File: src/mvm_ram.sv
// Generic single-port-write, single-port-read RAM with registered read data.
// No dependencies.
`default_nettype none

module mvm_ram #(
   parameter int WIDTH = 32,
   parameter int DEPTH = 64
) (
   input  wire logic                     clock,
   input  wire logic                     wr_en,
   input  wire logic [$clog2(DEPTH)-1:0] wr_addr,
   input  wire logic [WIDTH-1:0]         wr_data,
   input  wire logic                     rd_en,
   input  wire logic [$clog2(DEPTH)-1:0] rd_addr,
   output logic      [WIDTH-1:0]         rd_data
);

   logic [WIDTH-1:0] mem [DEPTH];

   always_ff @(posedge clock) begin
      if (wr_en) begin
         mem[wr_addr] <= wr_data;
      end
      if (rd_en) begin
         rd_data <= mem[rd_addr];
      end
   end

endmodule

`default_nettype wire

File: config.mk
export PLATFORM = sky130hd
export DESIGN_NAME = mvm_ram
export DESIGN_NICKNAME = d
export VERILOG_FILES = /design/src/mvm_ram.sv
export SDC_FILE = /design/constraint.sdc
export NUM_CORES = 2
export LEC_CHECK = 0
export ABC_AREA = 1
export BUFFER_PORTS_ARGS = -buffer_cell sky130_fd_sc_hd__buf_2
export CORE_ASPECT_RATIO = 1.1
export CORE_UTILIZATION = 46
export CTS_CLUSTER_DIAMETER = 60
export DETAILED_ROUTE_END_ITERATION = 8
export GPL_ROUTABILITY_DRIVEN = 1
export PLACE_DENSITY = 0.63
export REMOVE_ABC_BUFFERS = 1
export SLEW_MARGIN = 15
export SYNTH_ARGS = -nofsm -noshare
export SYNTH_HDL_FRONTEND = slang
export SYNTH_SLANG_ARGS = --single-unit
File: constraint.sdc
create_clock -name clock -period 5.7 [get_ports clock]
set_clock_uncertainty 0.05 [all_clocks]
set_input_delay 0 -clock clock [delete_from_list [all_inputs] [get_ports clock]]
set_output_delay 0 -clock clock [all_outputs]
set_load 0.01 [all_outputs]
# [After elaboration in Yosys (flattened, before gate mapping)]
# Memories as Yosys holds them, arrays and structs flattened. A register that Yosys moved wholly into a read port is not among the register bits.
# Cells that the tools add are included.
[word_totals] word_cells=3 ramBits=2048 memories=1 in_bits=47 register_bits=0
[op_classes] mux=2
[memory_table] memory="mem" depth=64 width=32 rd=1 rd_clocked_by_memory_dff=1 wr=1 line_no="18" rtl="logic [WIDTH-1:0] mem [DEPTH];"
[ops] cell="$mux W1" n=2

# [Longest topological paths before layout]
[depth] word_depth=2 ltp_mapped=13 depth_no_buf=9

# [Worst setup path after synthesis]
# No wires, ideal clock.
[synth_path] kind="input-to-reg" from="input wr_en" to="memory mem[48][0] (enable)" path_stages=3 t_required_ps=5148 path_slack_ps=1520 path_buffers=1 t_arrival_ps=3628 setup_ps=502 cell_sequence="clkbuf_1 nand4_1 nor4_1"
[synth_via] elab_chain_len=2
[synth_lines] item="from (decl)" line_no="10" rtl="input wire logic wr_en,"
[synth_lines] item="$mux W1" line_no="21" rtl="if (wr_en) begin"
[synth_lines] item="$mux W1 (not written as such)" line_no="22" rtl="mem[wr_addr] <= wr_data;"
[synth_lines] item="to (decl)" line_no="18"
# No other way between the ends.

==> metrics.csv <==
metric;value;unit
status;finished, final reports clean;
hold_path_depth;9;
layout-drive-gt1-share;7.85;%
layout_setup_ws;2.82;ns
tightestPinTransition;1.13;ns
critical_path_class;input port to flip-flop;
die_h;448;um
cts_buffers;200;
netlist_area;83100;um^2
io_pins;79;
num_rows;163;
insertion_delay;0.86;ns
dpl.hpwl;123000;um
timing.rr.end;rd_data[18]$_DFFE_PP_;
rsz0062_at_grt;false;
hold_end;rd_data[8]$_DFFE_PP_;
cap_violations;0;
ys_seq_elements;2080;
numClockSinks;2080;
via_count;54100;
wl_per_cell;25.9;um
min_period;2.88;ns
rrSetupSlack;3.48;ns
pre_cts_ws;2.52;ns
whs;0.0802;ns
avgSynthCellArea;12.3;um^2
synth.area.top_cells;edfxtp_1 75%, nand3_1 11%, nand2_1 10%;
setup_viol;0;
finalHoldViolations;0;
fin_crit_sh;50.6;%
cts_tree;done;
drt-initial-drc-count;6879;
place_congestion;0.805;
cts_resized;0;
end_kind;flip-flop;
routed_via_density;5.80;
grt_use_total;26.3;%
design.core.area;179000;um^2
drv_slew;0;
ys_types;15;
slew_headroom;24.6;%
power_density;340;nW/um^2
grt_overflow_total;0;
regToRegStartpoint;mem[63][18]$_DFFE_PP_;
hold_start;rd_addr[0];
routed_wl;242000;um
die_w;407;um
drtAntennaViolNets;0;
netlist_instances;6769;
htree_levels;4;
synth-warning-count;0;
nets;6824;
drtPass1Iterations;8;
port_buffers;78;
grt_max_degree;196;
yosysTopAreaCell;edfxtp_1;
cp_max_fo;100;
antenna_found_initial;15;
area_delta_synth_final;11.3;%
clkTransAtPathRegs;0.07;ns
drc_errors;0;
p_leak;32.2;nW
tns;0;ns
synth_top_area_share;75.2;%
die_area;182000;um^2
grt_pass1_vias;51600;
cts_root_buf;clkbuf_16;
hold_path.class;input port to flip-flop;
seq_area_frac_synth;75.2;%
cp.arrival;3.56;ns
cts_max_path_buffers;3;
ir_worst_vdd;0.292;mV
fmax;347;MHz
initial_utilization;46.3;%
critPathLaunchType;input port;
crit_required;6.38;ns
reg2reg_depth;9;
grt_pass1_wl;352000;um
[state kept, by name, summed over array words and instances (netlist names)]
register  count
mem        2048
rd_data      32
[cells in the final DEF, fill, tap and decap left out, types with 7 or more instances in the layout]
master / count
nand4_1: 9
clkinv_1: 55
dlygate4sd3_1: 39
nand3_1: 1907
buf_4: 130
buf_12: 20
clkbuf_1: 45
buf_2: 62
clkbuf_16: 206
edfxtp_1: 2080
clkinv_2: 34
nor4_2: 8
inv_1: 7
nand2_1: 2248
nor2_4: 56
[cells in the mapped netlist]
library cell,count
nor4_1,8
buf_8,2
edfxtp_1,2080
inv_2,2
clkbuf_1,77
inv_4,1
nor2_1,56
nand4_1,9
nand3_1,1907
buf_6,3
nand2_1,2248
buf_4,45
buf_2,282
inv_1,9
buf_1,40
[power by group]
part | leakage [nW] | internal, W | switching (W) | total (W)
clock | 2.95 | 0.00684 | 0.00564 | 0.0125
combinational | 10.5 | 0.000458 | 0.00148 | 0.00194
sequential | 18.7 | 0.0170 | 0.0000398 | 0.0170
[worst max path at each step]
stage,end,startpoint,cells past startpoint,slack [ns]
after floorplan,rd_data[17]$_DFFE_PP_,rd_addr[0],9,0.04
after detailed placement,rd_data[14]$_DFFE_PP_,rd_addr[1],10,2.52
after global placement,rd_data[14]$_DFFE_PP_,rd_addr[1],10,2.54
after CTS,rd_data[18]$_DFFE_PP_,rd_addr[2],11,2.88
final,rd_data[18]$_DFFE_PP_,rd_addr[2],11,2.82
after global routing,rd_data[18]$_DFFE_PP_,rd_addr[2],11,2.76
[logic make-up after synthesis]
group	count (synthesis)	synth area share, %
AND/OR/NAND/NOR	4228	22.0
flip-flops	2080	75.2
buffers and inverters	461	2.77
[critical path, stage by stage]
cell and delay (ns):
dlygate4sd3_1 0.56, buf_8 0.25, inv_8 0.58, buf_12 0.50
nand3_1 0.16, nand3_1 0.13, nand3_1 0.16, nand2_1 0.29
nand2_1 0.10, nand2_1 0.08, dlygate4sd3_1 0.55
[final cells by class]
cell class | count | area [um^2]
diodes | 5 | 12.5
well taps | 2392 | 2990
inverters | 12 | 82.6
clock buffers | 251 | 5320
multi-input cells | 4228 | 18800
fillers | 15100 | 86800
clock inverters | 108 | 693
flip-flops and latches | 2080 | 62500
repair buffers | 255 | 2130
[per-layer routing]
layer / GRT usage [%] / wire length (um) / up-vias
met5: 0 / 68 / -
met4: 10.3 / 9260 / 12
met3: 5.14 / 23400 / 474
met2: 42.4 / 115000 / 2780
met1: 35.3 / 94600 / 26700
li1: - / - / 24200
[stage by stage]
stage	utilization (%)	cells	area, um^2	power (W)
floorplan	-	6320	80800	0.0182
global placement	48.0	8928	86000	0.0192
detailed placement	48.0	8928	86000	0.0192
CTS	51.6	9326	92400	0.0315
global route	51.6	9328	92500	0.0323
finish	51.6	9331	92500	0.0314
[what timing repair did]
action	4_1_cts	5_1_grt
hold buffers	39	0
setup buffers	0	0
hold endpoints to repair	2105	0
Note: power is estimated with default switching activity, not from simulation.
