## src/mvm_pkg.sv

```systemverilog
// Package for the matrix-vector multiply core: sizes, opcodes, register
// indexes, stage and result structs, and the effective-count helpers.
// No dependencies.
`default_nettype none

package mvm_pkg;

   localparam int MAX_COLS    = 64;
   localparam int MAX_ROWS    = 64;
   localparam int COL_W       = $clog2(MAX_COLS);
   localparam int ROW_W       = (MAX_ROWS > 1) ? $clog2(MAX_ROWS) : 1;
   localparam int CFG_W       = 7;
   localparam int CSR_IDX_W   = 1;
   localparam int ELEM_W      = 32;
   localparam int ACC_W       = 64;
   localparam int ROW_NUM_W   = 6;
   localparam int RSP_QDEPTH  = 8;
   localparam int Q_PTR_W     = $clog2(RSP_QDEPTH);
   localparam int Q_CNT_W     = Q_PTR_W + 1;
   localparam int STAGE_CNT_W = 2;

   localparam logic OP_LOAD   = 1'b0;
   localparam logic OP_MATRIX = 1'b1;

   localparam logic [CSR_IDX_W-1:0] CSR_COLS_IN_USE = 1'd0;
   localparam logic [CSR_IDX_W-1:0] CSR_ROWS_IN_USE = 1'd1;

   localparam logic [CFG_W-1:0] COLS_RESET = CFG_W'(MAX_COLS);
   localparam logic [CFG_W-1:0] ROWS_RESET = CFG_W'(MAX_ROWS);

   typedef struct packed {
      logic                 last_col;
      logic [ROW_NUM_W-1:0] row_number;
      logic                 last_row;
   } mvm_tag_type;

   typedef struct packed {
      logic signed [ELEM_W-1:0] row_sum;
      logic [ROW_NUM_W-1:0]     row_number;
      logic                     last_row;
      logic                     overflow;
   } mvm_result_type;

   function automatic logic [COL_W:0] mvm_eff_cols(input logic [CFG_W-1:0] v);
      logic [COL_W:0] r;
      if (v == '0) begin
         r = (COL_W+1)'(1);
      end else if (32'(v) > MAX_COLS) begin
         r = (COL_W+1)'(MAX_COLS);
      end else begin
         r = (COL_W+1)'(v);
      end
      return r;
   endfunction

   function automatic logic [ROW_W:0] mvm_eff_rows(input logic [CFG_W-1:0] v);
      logic [ROW_W:0] r;
      if (v == '0) begin
         r = (ROW_W+1)'(1);
      end else if (32'(v) > MAX_ROWS) begin
         r = (ROW_W+1)'(MAX_ROWS);
      end else begin
         r = (ROW_W+1)'(v);
      end
      return r;
   endfunction

endpackage

`default_nettype wire

```

## src/mvm_rsp_fifo.sv

```systemverilog
// Small response queue that decouples the arithmetic stages from the sink.
// Depends on mvm_pkg.
`default_nettype none

module mvm_rsp_fifo (
   input  wire logic                       clock,
   input  wire logic                       reset,
   input  wire logic                       push,
   input  wire mvm_pkg::mvm_result_type    push_data,
   input  wire logic                       pop_ready,
   output logic                            pop_valid,
   output mvm_pkg::mvm_result_type         pop_data,
   output logic [mvm_pkg::Q_CNT_W-1:0]     count
);
   import mvm_pkg::*;

   mvm_result_type     q_mem [RSP_QDEPTH];
   logic [Q_PTR_W-1:0] wr_ptr_ff, rd_ptr_ff;
   logic [Q_CNT_W-1:0] count_ff;
   logic               pop;

   assign pop       = pop_valid && pop_ready;
   assign pop_valid = count_ff != '0;
   assign pop_data  = q_mem[rd_ptr_ff];
   assign count     = count_ff;

   always_ff @(posedge clock) begin
      if (reset) begin
         wr_ptr_ff <= '0;
         rd_ptr_ff <= '0;
         count_ff  <= '0;
      end else begin
         if (push) begin
            wr_ptr_ff <= wr_ptr_ff + Q_PTR_W'(1);
         end
         if (pop) begin
            rd_ptr_ff <= rd_ptr_ff + Q_PTR_W'(1);
         end
         if (push && !pop) begin
            count_ff <= count_ff + Q_CNT_W'(1);
         end else if (pop && !push) begin
            count_ff <= count_ff - Q_CNT_W'(1);
         end
      end
      if (push) begin
         q_mem[wr_ptr_ff] <= push_data;
      end
   end

endmodule

`default_nettype wire

```

## config.mk

```make
export PLATFORM = sky130hd
export DESIGN_NAME = mvm_rsp_fifo
export DESIGN_NICKNAME = d
export VERILOG_FILES = /design/src/mvm_pkg.sv /design/src/mvm_rsp_fifo.sv
export SDC_FILE = /design/constraint.sdc
export NUM_CORES = 1
export LEC_CHECK = 0
export BUFFER_PORTS_ARGS = -buffer_cell sky130_fd_sc_hd__buf_2
export CAP_MARGIN = 10
export CORE_MARGIN = 3
export CORE_UTILIZATION = 50
export DETAILED_ROUTE_END_ITERATION = 6
export HOLD_SLACK_MARGIN = 0.02
export PLACE_DENSITY = 0.68
export SYNTH_ARGS = -nofsm -noshare
export SYNTH_HDL_FRONTEND = slang
export SYNTH_SLANG_ARGS = --single-unit
```

## constraint.sdc

```tcl
create_clock -name clock -period 6.2 [get_ports clock]
set_clock_uncertainty 0.2 [all_clocks]
set_input_delay 1.24 -clock clock [delete_from_list [all_inputs] [get_ports clock]]
set_output_delay 1.24 -clock clock [all_outputs]
set_load 0.02 [all_outputs]
```

Word-level counts from Yosys, hierarchy flattened. Memory sizes are Yosys's and may differ from the RTL's. A register that Yosys moved wholly into a read port is not among the register bits. Cells that the tools add are included. Widths: inputs -> output; s select.

$add $sub $neg: 4. Muxes and demuxes: 6. Reductions and logical operators: 7.

Operators with widths (number): $mux 4 (2); $add 3x1->3 const B (2); $mux 3 (2); $add 4x1->4 const B (1); $reduce_bool 4->1 (1); $sub 4x1->4 const B (1); $logic_and 1x1->1 (3); $logic_not 1->1 (2); $mux 1 (2); $reduce_bool 2->1 (1).

Register bits: 10. RAM bits: 320. Input port bits: 44. Output and inout bits: 45. Memories: 1.

Memory list: q_mem (words 8, width 40, read ports 1, clocked after memory_dff 1, wr ports 1, RTL line mvm_rsp_fifo.sv:17) `mvm_result_type q_mem [RSP_QDEPTH];`.

Depth between registers and ports, before layout.
Depth after elaboration: 5. Mapped depth: 9.

Worst setup path after synthesis. Ideal clock, no wire load.

Path type: input-to-reg. Start point: input port push. End point: memory q_mem[0][0] (netlist bit) (enable). Arrival: 4.077 ns. Required time: 5.513 ns. Path slack: 1.436 ns. Stages on the path: 2. Buffers on the path: 0. Path through: nand2b_1 nor3_1.

Longest elaborated chain between the ends: 2.

Ends and longest elaborated chain: start: declaration (RTL line mvm_rsp_fifo.sv:8) `input wire logic push,`; $mux 1 (RTL line mvm_rsp_fifo.sv:45) `if (push) begin`; $mux 1 (not written as such) (RTL line mvm_rsp_fifo.sv:46) `q_mem[wr_ptr_ff] <= push_data;`; end: declaration (RTL line mvm_rsp_fifo.sv:17).

No other way between the ends.

==> flow_metrics.env <==
export IMPL_fillCellCount=1804
export IMPL_core_area_mm2=0.02533
export IMPL_crit_slowest_cell="dfxtp_4"
export IMPL_syn_cell_area_mm2=0.01292
export IMPL_drc=0
export IMPL_grt_pass1_vias=5993
export IMPL_syn_num_nets=581
export IMPL_synthXorXnorAreaFrac_pct=0.4067
export IMPL_numClockSinks=333
export IMPL_io_pins=89
export IMPL_critPathCaptureType="primary output"
export IMPL_cts_buffers=34
export IMPL_drt_initial_drc_count=323
export IMPL_clockRootBuffer="clkbuf_16"
export IMPL_ys_ff_latch=333
export IMPL_grt_ovfl_total=0
export IMPL_max_stage_delay_ns=1.05
export IMPL_dp_hpwl_um=13240
export IMPL_min_period_ns=4.520
export IMPL_final_nets=693
export IMPL_hold_viol_final=0
export IMPL_ys_seq_area_share_pct=76.37
export IMPL_cts_tree="yes"
export IMPL_wire_per_inst_um=23.66
export IMPL_final_setup_viol_count=0
export IMPL_finalWirelength_um=23550
export IMPL_grt_pass1_wl_um=35710
export IMPL_avgSynthCellArea_um2=24.34
export IMPL_antenna_found_initial=3
export IMPL_seqPwrFrac_pct=48.1
export IMPL_synth_top_family_by_area="multiplexers"
export IMPL_globalplace_congestion=0.7181
export IMPL_postCtsHoldBufs=0
export IMPL_final_area_mm2=0.01485
export IMPL_switching_power_uw=1404
export IMPL_yosysWarnings=0
export IMPL_placedInstanceArea_mm2=0.01377
export IMPL_finalSetupTns_ns=0
export IMPL_dieHeight_um=166.8
export IMPL_area_growth_pct=14.89
export IMPL_drive_gt1_share_pct=29.92
export IMPL_worstMarginPinSlew_ns=1.108
export IMPL_grt_use_total_pct=16.99
export IMPL_ir_drop_mv=0.2905
export IMPL_synthMuxAreaShare_pct=19.99
export IMPL_crit_path_cell_trace="buf_4 > mux4_1 > mux2_2 > buf_2"
export IMPL_postRouteAntennaNets=0
export IMPL_max_cap_violations=0
export IMPL_viasPerCell=5.724
export IMPL_critPathLaunchType="register"
export IMPL_grt_max_degree=81
export IMPL_row_count=58
export IMPL_cts_reportedPaths_clkPinSlew_ns=0.06
export IMPL_netlist_instances=531
export IMPL_worstPathArrival_ns=3.08
export IMPL_synth_cell_types=22
export IMPL_p_clk_share_pct=34.1
export IMPL_status="completed"
export IMPL_portBuffers=88
export IMPL_vias=5695
export IMPL_synth_simple_area_share_pct=1.113
export IMPL_crit_path_max_fanout=63
export IMPL_synth_compound_area_share_pct=0.2227
export IMPL_rsz0062_at_grt="no"
export IMPL_cp_data_required_time_ns=4.76
export IMPL_synthAdderAreaFrac_pct=0.6390
export IMPL_critical_path_class="register to primary output"
export IMPL_initial_core_util_pct=51.02
export IMPL_power_density_mw_per_mm2=380.7
export IMPL_clk_latency_ns=0.49
export IMPL_die_w_um=166.8
export IMPL_fin_crit_sh_pct=72.91
export IMPL_pwr_share_comb_pct=17.8
export IMPL_p_leak_uw=0.004950
export IMPL_fmax_mhz=221.2
export IMPL_cts_setup_buffers=0
export IMPL_relSlewSlack_pct=26.14
export IMPL_p_sw_share_pct=24.84
export IMPL_cts_resized=0
export IMPL_die_area_mm2=0.02781
export IMPL_hp_class="register to register"
export IMPL_cts_buffer_depth=3
export IMPL_multiInputGateArea_mm2=0.002947
export IMPL_cts_htree_levels=2
export IMPL_path_buf_inv=2
export IMPL_seq_area_mm2=0.009878
export IMPL_slew_violations=0
export IMPL_first_pass_iters=7
export IMPL_internal_power_uw=4248
export IMPL_antenna_cells=0
export IMPL_critPathTopFamily="flip-flops"
[state kept, by name, indices dropped and copies added, names as in the netlist, named ones only]
| register | flops |
|---|---|
| count | 4 |
| wr_ptr_ff | 3 |
| rd_ptr_ff | 3 |
| q_mem | 320 |
[stage by stage]
step                      hold WS (ns)  std cells  setup slack (ns)  power [uW]  util (%)
after detailed placement        0.2709        937             2.144        3792     54.38
after global routing            0.3238        995             1.521        5890     58.62
after global placement          0.2526        937             2.193        3755     54.38
after CTS                       0.2801        995             1.599        5730     58.62
final                           0.2761        995             1.680        5652     58.62
after floorplan                 0.2541        531             1.436        3514         -
[worst paths after layout]
kind | start | to | slack, ns | depth (start not counted)
setup / recovery | register | pop_data[30] | 1.68 | 4
hold / removal | rd_ptr_ff[1]$_SDFFE_PP0P_ | register | 0.28 | 2
setup reg to reg | count[1]$_SDFFE_PP0P_ | count[3]$_SDFFE_PP0P_ | 3.34 | 9
hold reg to reg | rd_ptr_ff[1]$_SDFFE_PP0P_ | register | 0.28 | 2
[synth_stat cells]
master | instances | share of area, %
a211oi_1 | 1 | 0.058
a21oi_1 | 3 | 0.12
a31oi_1 | 1 | 0.048
buf_6 | 9 | 0.78
clkbuf_1 | 15 | 0.44
dfxtp_1 | 13 | 2.0
edfxtp_1 | 320 | 74
fa_1 | 1 | 0.15
ha_1 | 5 | 0.48
inv_1 | 1 | 0.029
mux2_2 | 41 | 3.6
mux2i_1 | 2 | 0.15
mux4_1 | 80 | 16
nand2_1 | 5 | 0.15
nand2b_1 | 3 | 0.15
nand3_1 | 3 | 0.12
nor2_1 | 18 | 0.52
nor2b_1 | 1 | 0.048
nor3_1 | 2 | 0.077
or4_1 | 1 | 0.058
xnor2_1 | 2 | 0.14
xor2_1 | 4 | 0.27
[kinds of logic (layout without fill, tap and decap cells)]
logic type | Yosys count | after routing
AOI/OAI and AO/OA | 5 | 5
xor gates and xnor gates | 6 | 6
adders and majority gates | 6 | 6
buffers and inverters | 25 | 159
DFF | 333 | 333
muxes | 123 | 123
and+or+nand+nor | 33 | 33
[final cells by class]
class,instances,area share [%]
Clock buffer,47,6.691
Inverter,1,0.02528
Tap cell,330,2.781
Timing Repair Buffer,100,3.573
Multi-Input combinational cell,173,19.85
Sequential cell,333,66.53
Clock inverter,11,0.5478
[worst reg2reg max path: cells and delay by family, from the launching register on]
| kind | cells | cell delay [ns] |
|---|---|---|
| AND/OR/NAND/NOR | 2 | 0.78 |
| adder cells (fa/ha/maj) | 2 | 0.52 |
| AO/OA/AOI/OAI | 3 | 0.45 |
| flip-flops | 1 | 0.36 |
| multiplexers | 1 | 0.34 |
| buffers and inverters | 1 | 0.10 |
[cell usage in the layout (no fill, tap or decap), types with 4 or more instances in the layout]
cell type  count
edfxtp_1     320
buf_2         88
mux4_1        80
mux2_2        41
clkbuf_16     37
nor2_1        12
buf_4         12
dfxtp_1       10
clkbuf_1       7
nor2_4         6
nand2_1        5
ha_1           5
xor2_1         4
clkinv_2       4
clkinv_1       4
[layer usage]
metal	routed length, um	GRT usage [%]	part of all wire (%)
met1	9505	22.18	40
met2	12120	29.65	51
met3	1513	3.703	6.4
met4	374	3.910	1.6
met5	35	0	0.15
[power groups by stage]
stage | Clock [uW] | Combinational (uW) | Sequential [uW]
after floorplan | 0 | 880 | 2630
after global placement | 0 | 995 | 2760
after detailed placement | 0 | 1020 | 2770
after CTS | 1980 | 1020 | 2730
after global routing | 2070 | 1080 | 2740
final | 1930 | 1010 | 2720
Power figures use the tool's default switching activity.
