## src/mvm_pkg.sv

```systemverilog
// Package for the matrix-vector multiply core: sizes, opcodes, register
// indexes, stage and result structs, and the effective-count helpers.
// No dependencies.
`default_nettype none

package mvm_pkg;

   localparam int MAX_COLS    = 64;
   localparam int MAX_ROWS    = 64;
   localparam int COL_W       = $clog2(MAX_COLS);
   localparam int ROW_W       = (MAX_ROWS > 1) ? $clog2(MAX_ROWS) : 1;
   localparam int CFG_W       = 7;
   localparam int CSR_IDX_W   = 1;
   localparam int ELEM_W      = 32;
   localparam int ACC_W       = 64;
   localparam int ROW_NUM_W   = 6;
   localparam int RSP_QDEPTH  = 8;
   localparam int Q_PTR_W     = $clog2(RSP_QDEPTH);
   localparam int Q_CNT_W     = Q_PTR_W + 1;
   localparam int STAGE_CNT_W = 2;

   localparam logic OP_LOAD   = 1'b0;
   localparam logic OP_MATRIX = 1'b1;

   localparam logic [CSR_IDX_W-1:0] CSR_COLS_IN_USE = 1'd0;
   localparam logic [CSR_IDX_W-1:0] CSR_ROWS_IN_USE = 1'd1;

   localparam logic [CFG_W-1:0] COLS_RESET = CFG_W'(MAX_COLS);
   localparam logic [CFG_W-1:0] ROWS_RESET = CFG_W'(MAX_ROWS);

   typedef struct packed {
      logic                 last_col;
      logic [ROW_NUM_W-1:0] row_number;
      logic                 last_row;
   } mvm_tag_type;

   typedef struct packed {
      logic signed [ELEM_W-1:0] row_sum;
      logic [ROW_NUM_W-1:0]     row_number;
      logic                     last_row;
      logic                     overflow;
   } mvm_result_type;

   function automatic logic [COL_W:0] mvm_eff_cols(input logic [CFG_W-1:0] v);
      logic [COL_W:0] r;
      if (v == '0) begin
         r = (COL_W+1)'(1);
      end else if (32'(v) > MAX_COLS) begin
         r = (COL_W+1)'(MAX_COLS);
      end else begin
         r = (COL_W+1)'(v);
      end
      return r;
   endfunction

   function automatic logic [ROW_W:0] mvm_eff_rows(input logic [CFG_W-1:0] v);
      logic [ROW_W:0] r;
      if (v == '0) begin
         r = (ROW_W+1)'(1);
      end else if (32'(v) > MAX_ROWS) begin
         r = (ROW_W+1)'(MAX_ROWS);
      end else begin
         r = (ROW_W+1)'(v);
      end
      return r;
   endfunction

endpackage

`default_nettype wire

```

## src/mvm_mac.sv

```systemverilog
// Multiply, saturating accumulate and Q16.16 rounding stages.
// Depends on mvm_pkg.
`default_nettype none

module mvm_mac (
   input  wire logic                              clock,
   input  wire logic                              reset,
   input  wire logic                              in_valid,
   input  wire mvm_pkg::mvm_tag_type              in_tag,
   input  wire logic signed [mvm_pkg::ELEM_W-1:0] in_element,
   input  wire logic signed [mvm_pkg::ELEM_W-1:0] vec_data,
   output logic                                   out_valid,
   output mvm_pkg::mvm_result_type                out_result,
   output logic [mvm_pkg::STAGE_CNT_W-1:0]        busy
);
   import mvm_pkg::*;

   // product stage
   logic                     p_valid_ff;
   mvm_tag_type              p_tag_ff;
   logic signed [ACC_W-1:0]  prod_ff;
   logic signed [ACC_W-1:0]  prod_in;

   // accumulator and row-end stage
   logic signed [ACC_W-1:0]  acc_ff,   acc_in;
   logic                     rsat_ff,  rsat_in;
   logic                     a_valid_ff;
   mvm_tag_type              a_tag_ff;
   logic signed [ACC_W-1:0]  a_sum_ff;
   logic                     a_sat_ff;

   logic [ACC_W:0]           sum_wide;
   logic signed [ACC_W-1:0]  sum_sat;
   logic                     sum_ovf;

   logic signed [ACC_W-16:0] rounded;
   logic                     clip;

   assign prod_in = in_element * vec_data;

   always_comb begin
      sum_wide = {acc_ff[ACC_W-1], acc_ff} + {prod_ff[ACC_W-1], prod_ff};
      sum_ovf  = sum_wide[ACC_W] != sum_wide[ACC_W-1];
      if (sum_ovf) begin
         sum_sat = acc_ff[ACC_W-1] ? {1'b1, {(ACC_W-1){1'b0}}} : {1'b0, {(ACC_W-1){1'b1}}};
      end else begin
         sum_sat = sum_wide[ACC_W-1:0];
      end
      acc_in  = acc_ff;
      rsat_in = rsat_ff;
      if (p_valid_ff) begin
         if (p_tag_ff.last_col) begin
            acc_in  = '0;
            rsat_in = 1'b0;
         end else begin
            acc_in  = sum_sat;
            rsat_in = rsat_ff | sum_ovf;
         end
      end
   end

   always_ff @(posedge clock) begin
      if (reset) begin
         p_valid_ff <= 1'b0;
         a_valid_ff <= 1'b0;
         acc_ff     <= '0;
         rsat_ff    <= 1'b0;
      end else begin
         p_valid_ff <= in_valid;
         a_valid_ff <= p_valid_ff && p_tag_ff.last_col;
         acc_ff     <= acc_in;
         rsat_ff    <= rsat_in;
      end
      p_tag_ff <= in_tag;
      prod_ff  <= prod_in;
      a_tag_ff <= p_tag_ff;
      a_sum_ff <= sum_sat;
      a_sat_ff <= rsat_ff | sum_ovf;
   end

   // Q32.32 to Q16.16: round half up, then clip to the 32-bit range
   always_comb begin
      rounded = (ACC_W-15)'(a_sum_ff >>> 16) + (ACC_W-15)'({1'b0, a_sum_ff[15]});
      clip    = (rounded[ACC_W-16:ELEM_W-1] != '0) && (rounded[ACC_W-16:ELEM_W-1] != '1);
      out_result.row_number = a_tag_ff.row_number;
      out_result.last_row   = a_tag_ff.last_row;
      out_result.overflow   = a_sat_ff | clip;
      if (!clip) begin
         out_result.row_sum = rounded[ELEM_W-1:0];
      end else if (rounded[ACC_W-16]) begin
         out_result.row_sum = {1'b1, {(ELEM_W-1){1'b0}}};
      end else begin
         out_result.row_sum = {1'b0, {(ELEM_W-1){1'b1}}};
      end
   end

   assign out_valid = a_valid_ff;
   assign busy      = STAGE_CNT_W'(p_valid_ff) + STAGE_CNT_W'(a_valid_ff);

endmodule

`default_nettype wire

```

## config.mk

```make
export PLATFORM = sky130hd
export DESIGN_NAME = mvm_mac
export DESIGN_NICKNAME = d
export VERILOG_FILES = /design/src/mvm_pkg.sv /design/src/mvm_mac.sv
export SDC_FILE = /design/constraint.sdc
export NUM_CORES = 2
export LEC_CHECK = 0
export ABC_CLOCK_PERIOD_IN_PS = 18010
export BUFFER_PORTS_ARGS = -buffer_cell sky130_fd_sc_hd__buf_2
export CAP_MARGIN = 20
export CORE_MARGIN = 2
export CORE_UTILIZATION = 71
export CTS_BUF_LIST = sky130_fd_sc_hd__clkbuf_8
export CTS_CLUSTER_DIAMETER = 100
export DETAILED_ROUTE_END_ITERATION = 8
export PLACE_DENSITY = 0.95
export REMOVE_ABC_BUFFERS = 1
export SYNTH_ARGS = -nofsm -noshare
export SYNTH_HDL_FRONTEND = slang
export SYNTH_SLANG_ARGS = --single-unit
```

## constraint.sdc

```tcl
create_clock -name clock -period 18.01 [get_ports clock]
set_clock_uncertainty 0.15 [all_clocks]
set_input_delay 1.801 -clock clock [delete_from_list [all_inputs] [get_ports clock]]
set_output_delay 1.801 -clock clock [all_outputs]
set_load 0.02 [all_outputs]
```

* Word-level counts from Yosys, hierarchy flattened *
Index checks and enable logic that the tools add are counted.

cells by class
  mux-type cells = 6
  add/subtract/negate cells = 3
  multiply operators = 1
  bitwise gates (word level) = 2
  reduce and logical (&&, ||, !) cells = 3
  equality and inequality tests = 2
  div/mod/pow operators = 0
  order comparisons = 0
  shift-type cells = 0

operator list
  kind                                    count
  2-to-1 mux 64 bit                       3
  adder 64 x 64 -> 65 bit                 1
  multiplier 32 x 32 -> 64 bit            1
  2-to-1 mux 32 bit                       2
  adder 48 x 2 -> 49 bit                  1
  != test 18 bit (second input constant)  1
  nonzero test 18 bit                     1
  adder 1 x 1 -> 2 bit                    1
  logical AND 1 bit                       2
  bitwise OR 1 bit                        2
  2-to-1 mux 1 bit                        1
  != test 1 bit                           1

word-level totals
  output and inout bits = 43
  flip-flop bits (word level) = 211
  logic and storage cells = 29
  bits in latches = 0
  memories = 0
  ROM bits = 0
  bits of input ports = 75
  RAM bits = 0

* Longest topological paths before layout *
  word-level depth = 4
  gate-level depth with buffers = 28
  depth with buffers taken out = 27

* Worst setup path after synthesis *
OpenSTA, ideal clock, no wires.

  path kind = input port to flip-flop
  start = input port in_element[31] in the netlist's numbering
  end = register prod_ff[62]
  arrival time = 9.062 ns
  required time = 17.733 ns
  buffers on the path = 2
  setup slack = 8.671 ns
  stages on the path = 25
  library setup time = 0.127 ns
  cell sequence = clkbuf_1 > nand2_1 > inv_1 > fa_1 > inv_1 > fa_1 > inv_1 > fa_1 > fa_1 > inv_1 > fa_1 > inv_1 > fa_1 > fa_1 > fa_1 > ha_1 > clkbuf_1 > a21o_1 > a21o_1 > a221o_1 > a21oi_1 > o31ai_1 > o41ai_1 > o21ai_0 > xor2_1

on the way
  cells in the longest elaborated chain, start to end = 1

RTL lines
  what                          RTL line       source
  start, declared               mvm_mac.sv:10  input wire logic signed [mvm_pkg::ELEM_W-1:0] in_element,
  multiplier 32 x 32 -> 64 bit  mvm_mac.sv:39  assign prod_in = in_element * vec_data;
  net prod_in[62]               mvm_mac.sv:22  logic signed [ACC_W-1:0] prod_in;
  end signal, assigned          mvm_mac.sv:75  prod_ff <= prod_in;
  end, declared                 mvm_mac.sv:21  logic signed [ACC_W-1:0] prod_ff;

The timed path passes the listed nets, and every way through them passes these cells.
A chain may end at the register's enable or synchronous reset.

* Worst setup path in the final report *
  start = input port in_element[18] in the netlist's numbering
  end = register prod_ff[62]

The elaborated chain is that of the path after synthesis.

==> results.py <==
metrics = {
    "run_status": {
        "outcome": "completed",
    },
    "drt": {
        "vias": 36970,
        "wl_per_cell_um": 22.34,
        "drc": 0,
        "firstDrtPassIters": 6,
        "wl_um": 130600,
        "drt_iter0_drc": 3519,
        "postRouteAntennaNets": 0,
        "via_per_inst": 6.324,
    },
    "place": {
        "hpwl_um": 100600,
        "dpl_cell_area_sq_mm": 0.04764,
        "port_buffers": 117,
        "dp_slack_ns": 7.398,
        "dp_cells": 5810,
        "gp_congestion": 0.9705,
    },
    "floorplanning": {
        "die-area_sq_mm": 0.06805,
        "num_io_pins": 118,
        "coreArea_sq_mm": 0.06551,
        "die_h_um": 260.9,
        "start_util_pct": 71.50,
        "die_w_um": 260.9,
        "rows": 94,
    },
    "clock_network": {
        "cts.sink_count": 196,
        "holdBufCountCts": 0,
        "numCtsBuffers": 17,
        "post_cts_buffers": 0,
        "path_clk_slew_ns": 0.13,
        "cts_max_level": 4,
        "cts-root-buf": "clkbuf_8",
        "clk_latency_ns": 0.52,
        "cts_tree": "done",
        "cts_resized": 0,
        "cts_buffer_depth": 2,
    },
    "hold_path": {
        "holdPathEnd": "out_result[2]",
        "min_path_cells": 0,
        "hold_path.startpoint": "p_tag_ff[1]",
        "worst_hold_path_type": "flip-flop to flip-flop",
    },
    "yosys": {
        "ys_ff_latch": 196,
        "synth-main-ff-cell": "dfxtp_1",
        "synth_edf_count": 0,
        "synthArstFlopShare_pct": 0,
        "syn_avg_cell_area_sq_um": 9.235,
        "yosys-top-cells-area": "fa_1, dfxtp_1, inv_1",
        "synth_common_cells": "fa_1, inv_1, nand2_1",
        "synth_cell_type_count": 92,
        "synth_top_cell_by_area": "fa_1",
        "yosysMostFrequentCell": "fa_1",
        "ys_seq_area_share_pct": 8.377,
        "synth_top_area_share_pct": 46.29,
        "netlist_area_sq_mm": 0.04684,
        "netlist_instances": 5072,
        "yosys_warnings": 0,
    },
    "setup_path": {
        "reg2reg_slack_ns": 13.34,
        "cp.arrival_ns": 10.63,
        "startpoint_type": "input pin",
        "reg2reg_from": "prod_ff[29]",
        "r2r_end": "acc_ff[18]",
        "required_ns": 18.29,
        "end_kind": "flip-flop",
        "r2r_cells": 11,
        "crit_type": "input pin to flip-flop",
        "cp_max_fo": 32,
    },
    "global_routing": {
        "first_global_vias": 41990,
        "gr-total-overflow": 0,
        "grt_pass1_wl_um": 211100,
        "grt_use_total_pct": 40.20,
        "antenna_found_initial": 1,
        "grt_max_degree": 65,
    },
    "timing": {
        "tightest_slew_ns": 1.071,
        "setup-tns-final_ns": 0,
        "setup_viol": 0,
        "period_share_pct": 57.44,
        "rsz0062_at_grt": "no",
        "slew_headroom_pct": 28.41,
        "max_freq_mhz": 96.66,
        "finalCriticalPeriod_ns": 10.35,
        "setup_ws_ns": 7.664,
        "finalHoldViolations": 0,
        "drv_slew": 0,
    },
    "layout": {
        "nNetsFinal": 6375,
        "layout.cells.non_filler": 5846,
        "syn_to_final_growth_pct": 2.749,
        "stdcell_area_sq_mm": 0.04813,
        "drive_above_1_share_pct": 4.981,
    },
    "job": {
        "drv_cap": 0,
    },
}
==> layer usage <==
layer / track usage (%) / share of wire [%] / up-vias
met3: 9.790 / 11 / 952
met4: 26.21 / 7.4 / 0
met5: 0 / 0 / -
li1: - / - / 15180
met2: 67.02 / 48 / 2672
met1: 46.48 / 33 / 18160
==> sequential cells by signal, summed over array words and instances, names as in the netlist <==
register and cells:
p_tag_ff 8, p_valid_ff 1, prod_ff 64, acc_ff 64
out_valid 1, a_sat_ff 1, a_sum_ff 49, out_result 7
rsat_ff 1
==> through the flow <==
step	util [%]	hold WS [ns]
3_3_place_gp	72.72	0.1601
3_5_place_dp	72.72	0.1635
6_report	73.47	0.1846
4_1_cts	73.41	0.1869
2_1_floorplan	-	0.1596
5_1_grt	73.46	0.1960
==> worst max-delay path: stages <==
cell and delay [ns]:
buf_2 0.71, nand2_1 0.21, fa_1 0.54, fa_1 0.64
fa_1 0.56, fa_1 0.59, inv_1 0.06, fa_1 0.48
fa_1 0.57, fa_1 0.44, fa_1 0.48, ha_1 0.44
o21ai_0 0.20, o21ai_0 0.31, a21oi_1 0.18, or4b_2 0.71
a31oi_1 0.45, nor2_1 0.26, o31ai_1 0.41, o41ai_1 0.17
o21ai_0 0.22, xor2_1 0.16
==> cell families (layout without fill, tap and decap cells) <==
logic type,after synthesis,count (layout),synth area share (%)
XOR/XNOR,169,169,3.216
flip-flops,196,196,8.377
buffers and inverters,1249,1156,10.20
AO/OA/AOI/OAI,563,563,8.492
multiplexers,8,8,0.1790
adder cells (fa/ha/maj),1335,1335,53.01
AND/OR/NAND/NOR,1552,1552,16.52
other,0,3,0
==> final cells by class <==
cell class	instances	area, sq um
Inverter	981	3682
Antenna cell	3	7.507
Fill cell	4201	17380
Clock inverter	15	222.7
Timing Repair Buffer	143	800.8
Sequential cell	196	3924
Clock buffer	17	234.0
Multi-Input combinational cell	3627	38180
Tap cell	864	1081
==> cells in the final DEF (no fill, tap or decap), drive strengths merged, types with 20 or more instances in the layout <==
cell,Yosys,layout
a21o,84,84
a21oi,172,172
a221o,39,39
and2,525,525
and3,26,26
buf,41,143
dfxtp,196,196
fa,1083,1083
ha,251,251
inv,981,990
nand2,685,685
nand2b,22,22
nand3,52,52
nand4,40,40
nor2,113,113
nor3,37,37
o211ai,31,31
o21a,20,20
o21ai,85,85
xnor2,98,98
xor2,71,71
==> worst max path at each step <==
| stage | startpoint | end | slack [ns] | cells after the start |
|---|---|---|---|---|
| final | in_element[18] | prod_ff[62] | 7.66 | 22 |
| after global routing | in_element[31] | prod_ff[62] | 7.49 | 25 |
| after CTS | vec_data[5] | prod_ff[62] | 7.97 | 24 |
| after detailed placement | vec_data[5] | prod_ff[62] | 7.40 | 24 |
| after global placement | vec_data[5] | prod_ff[62] | 7.78 | 24 |
| after floorplan | vec_data[5] | prod_ff[62] | 8.98 | 23 |
Power is not shown: default switching activity piles up to over one toggle a cycle in this logic, so the estimate is an artifact.
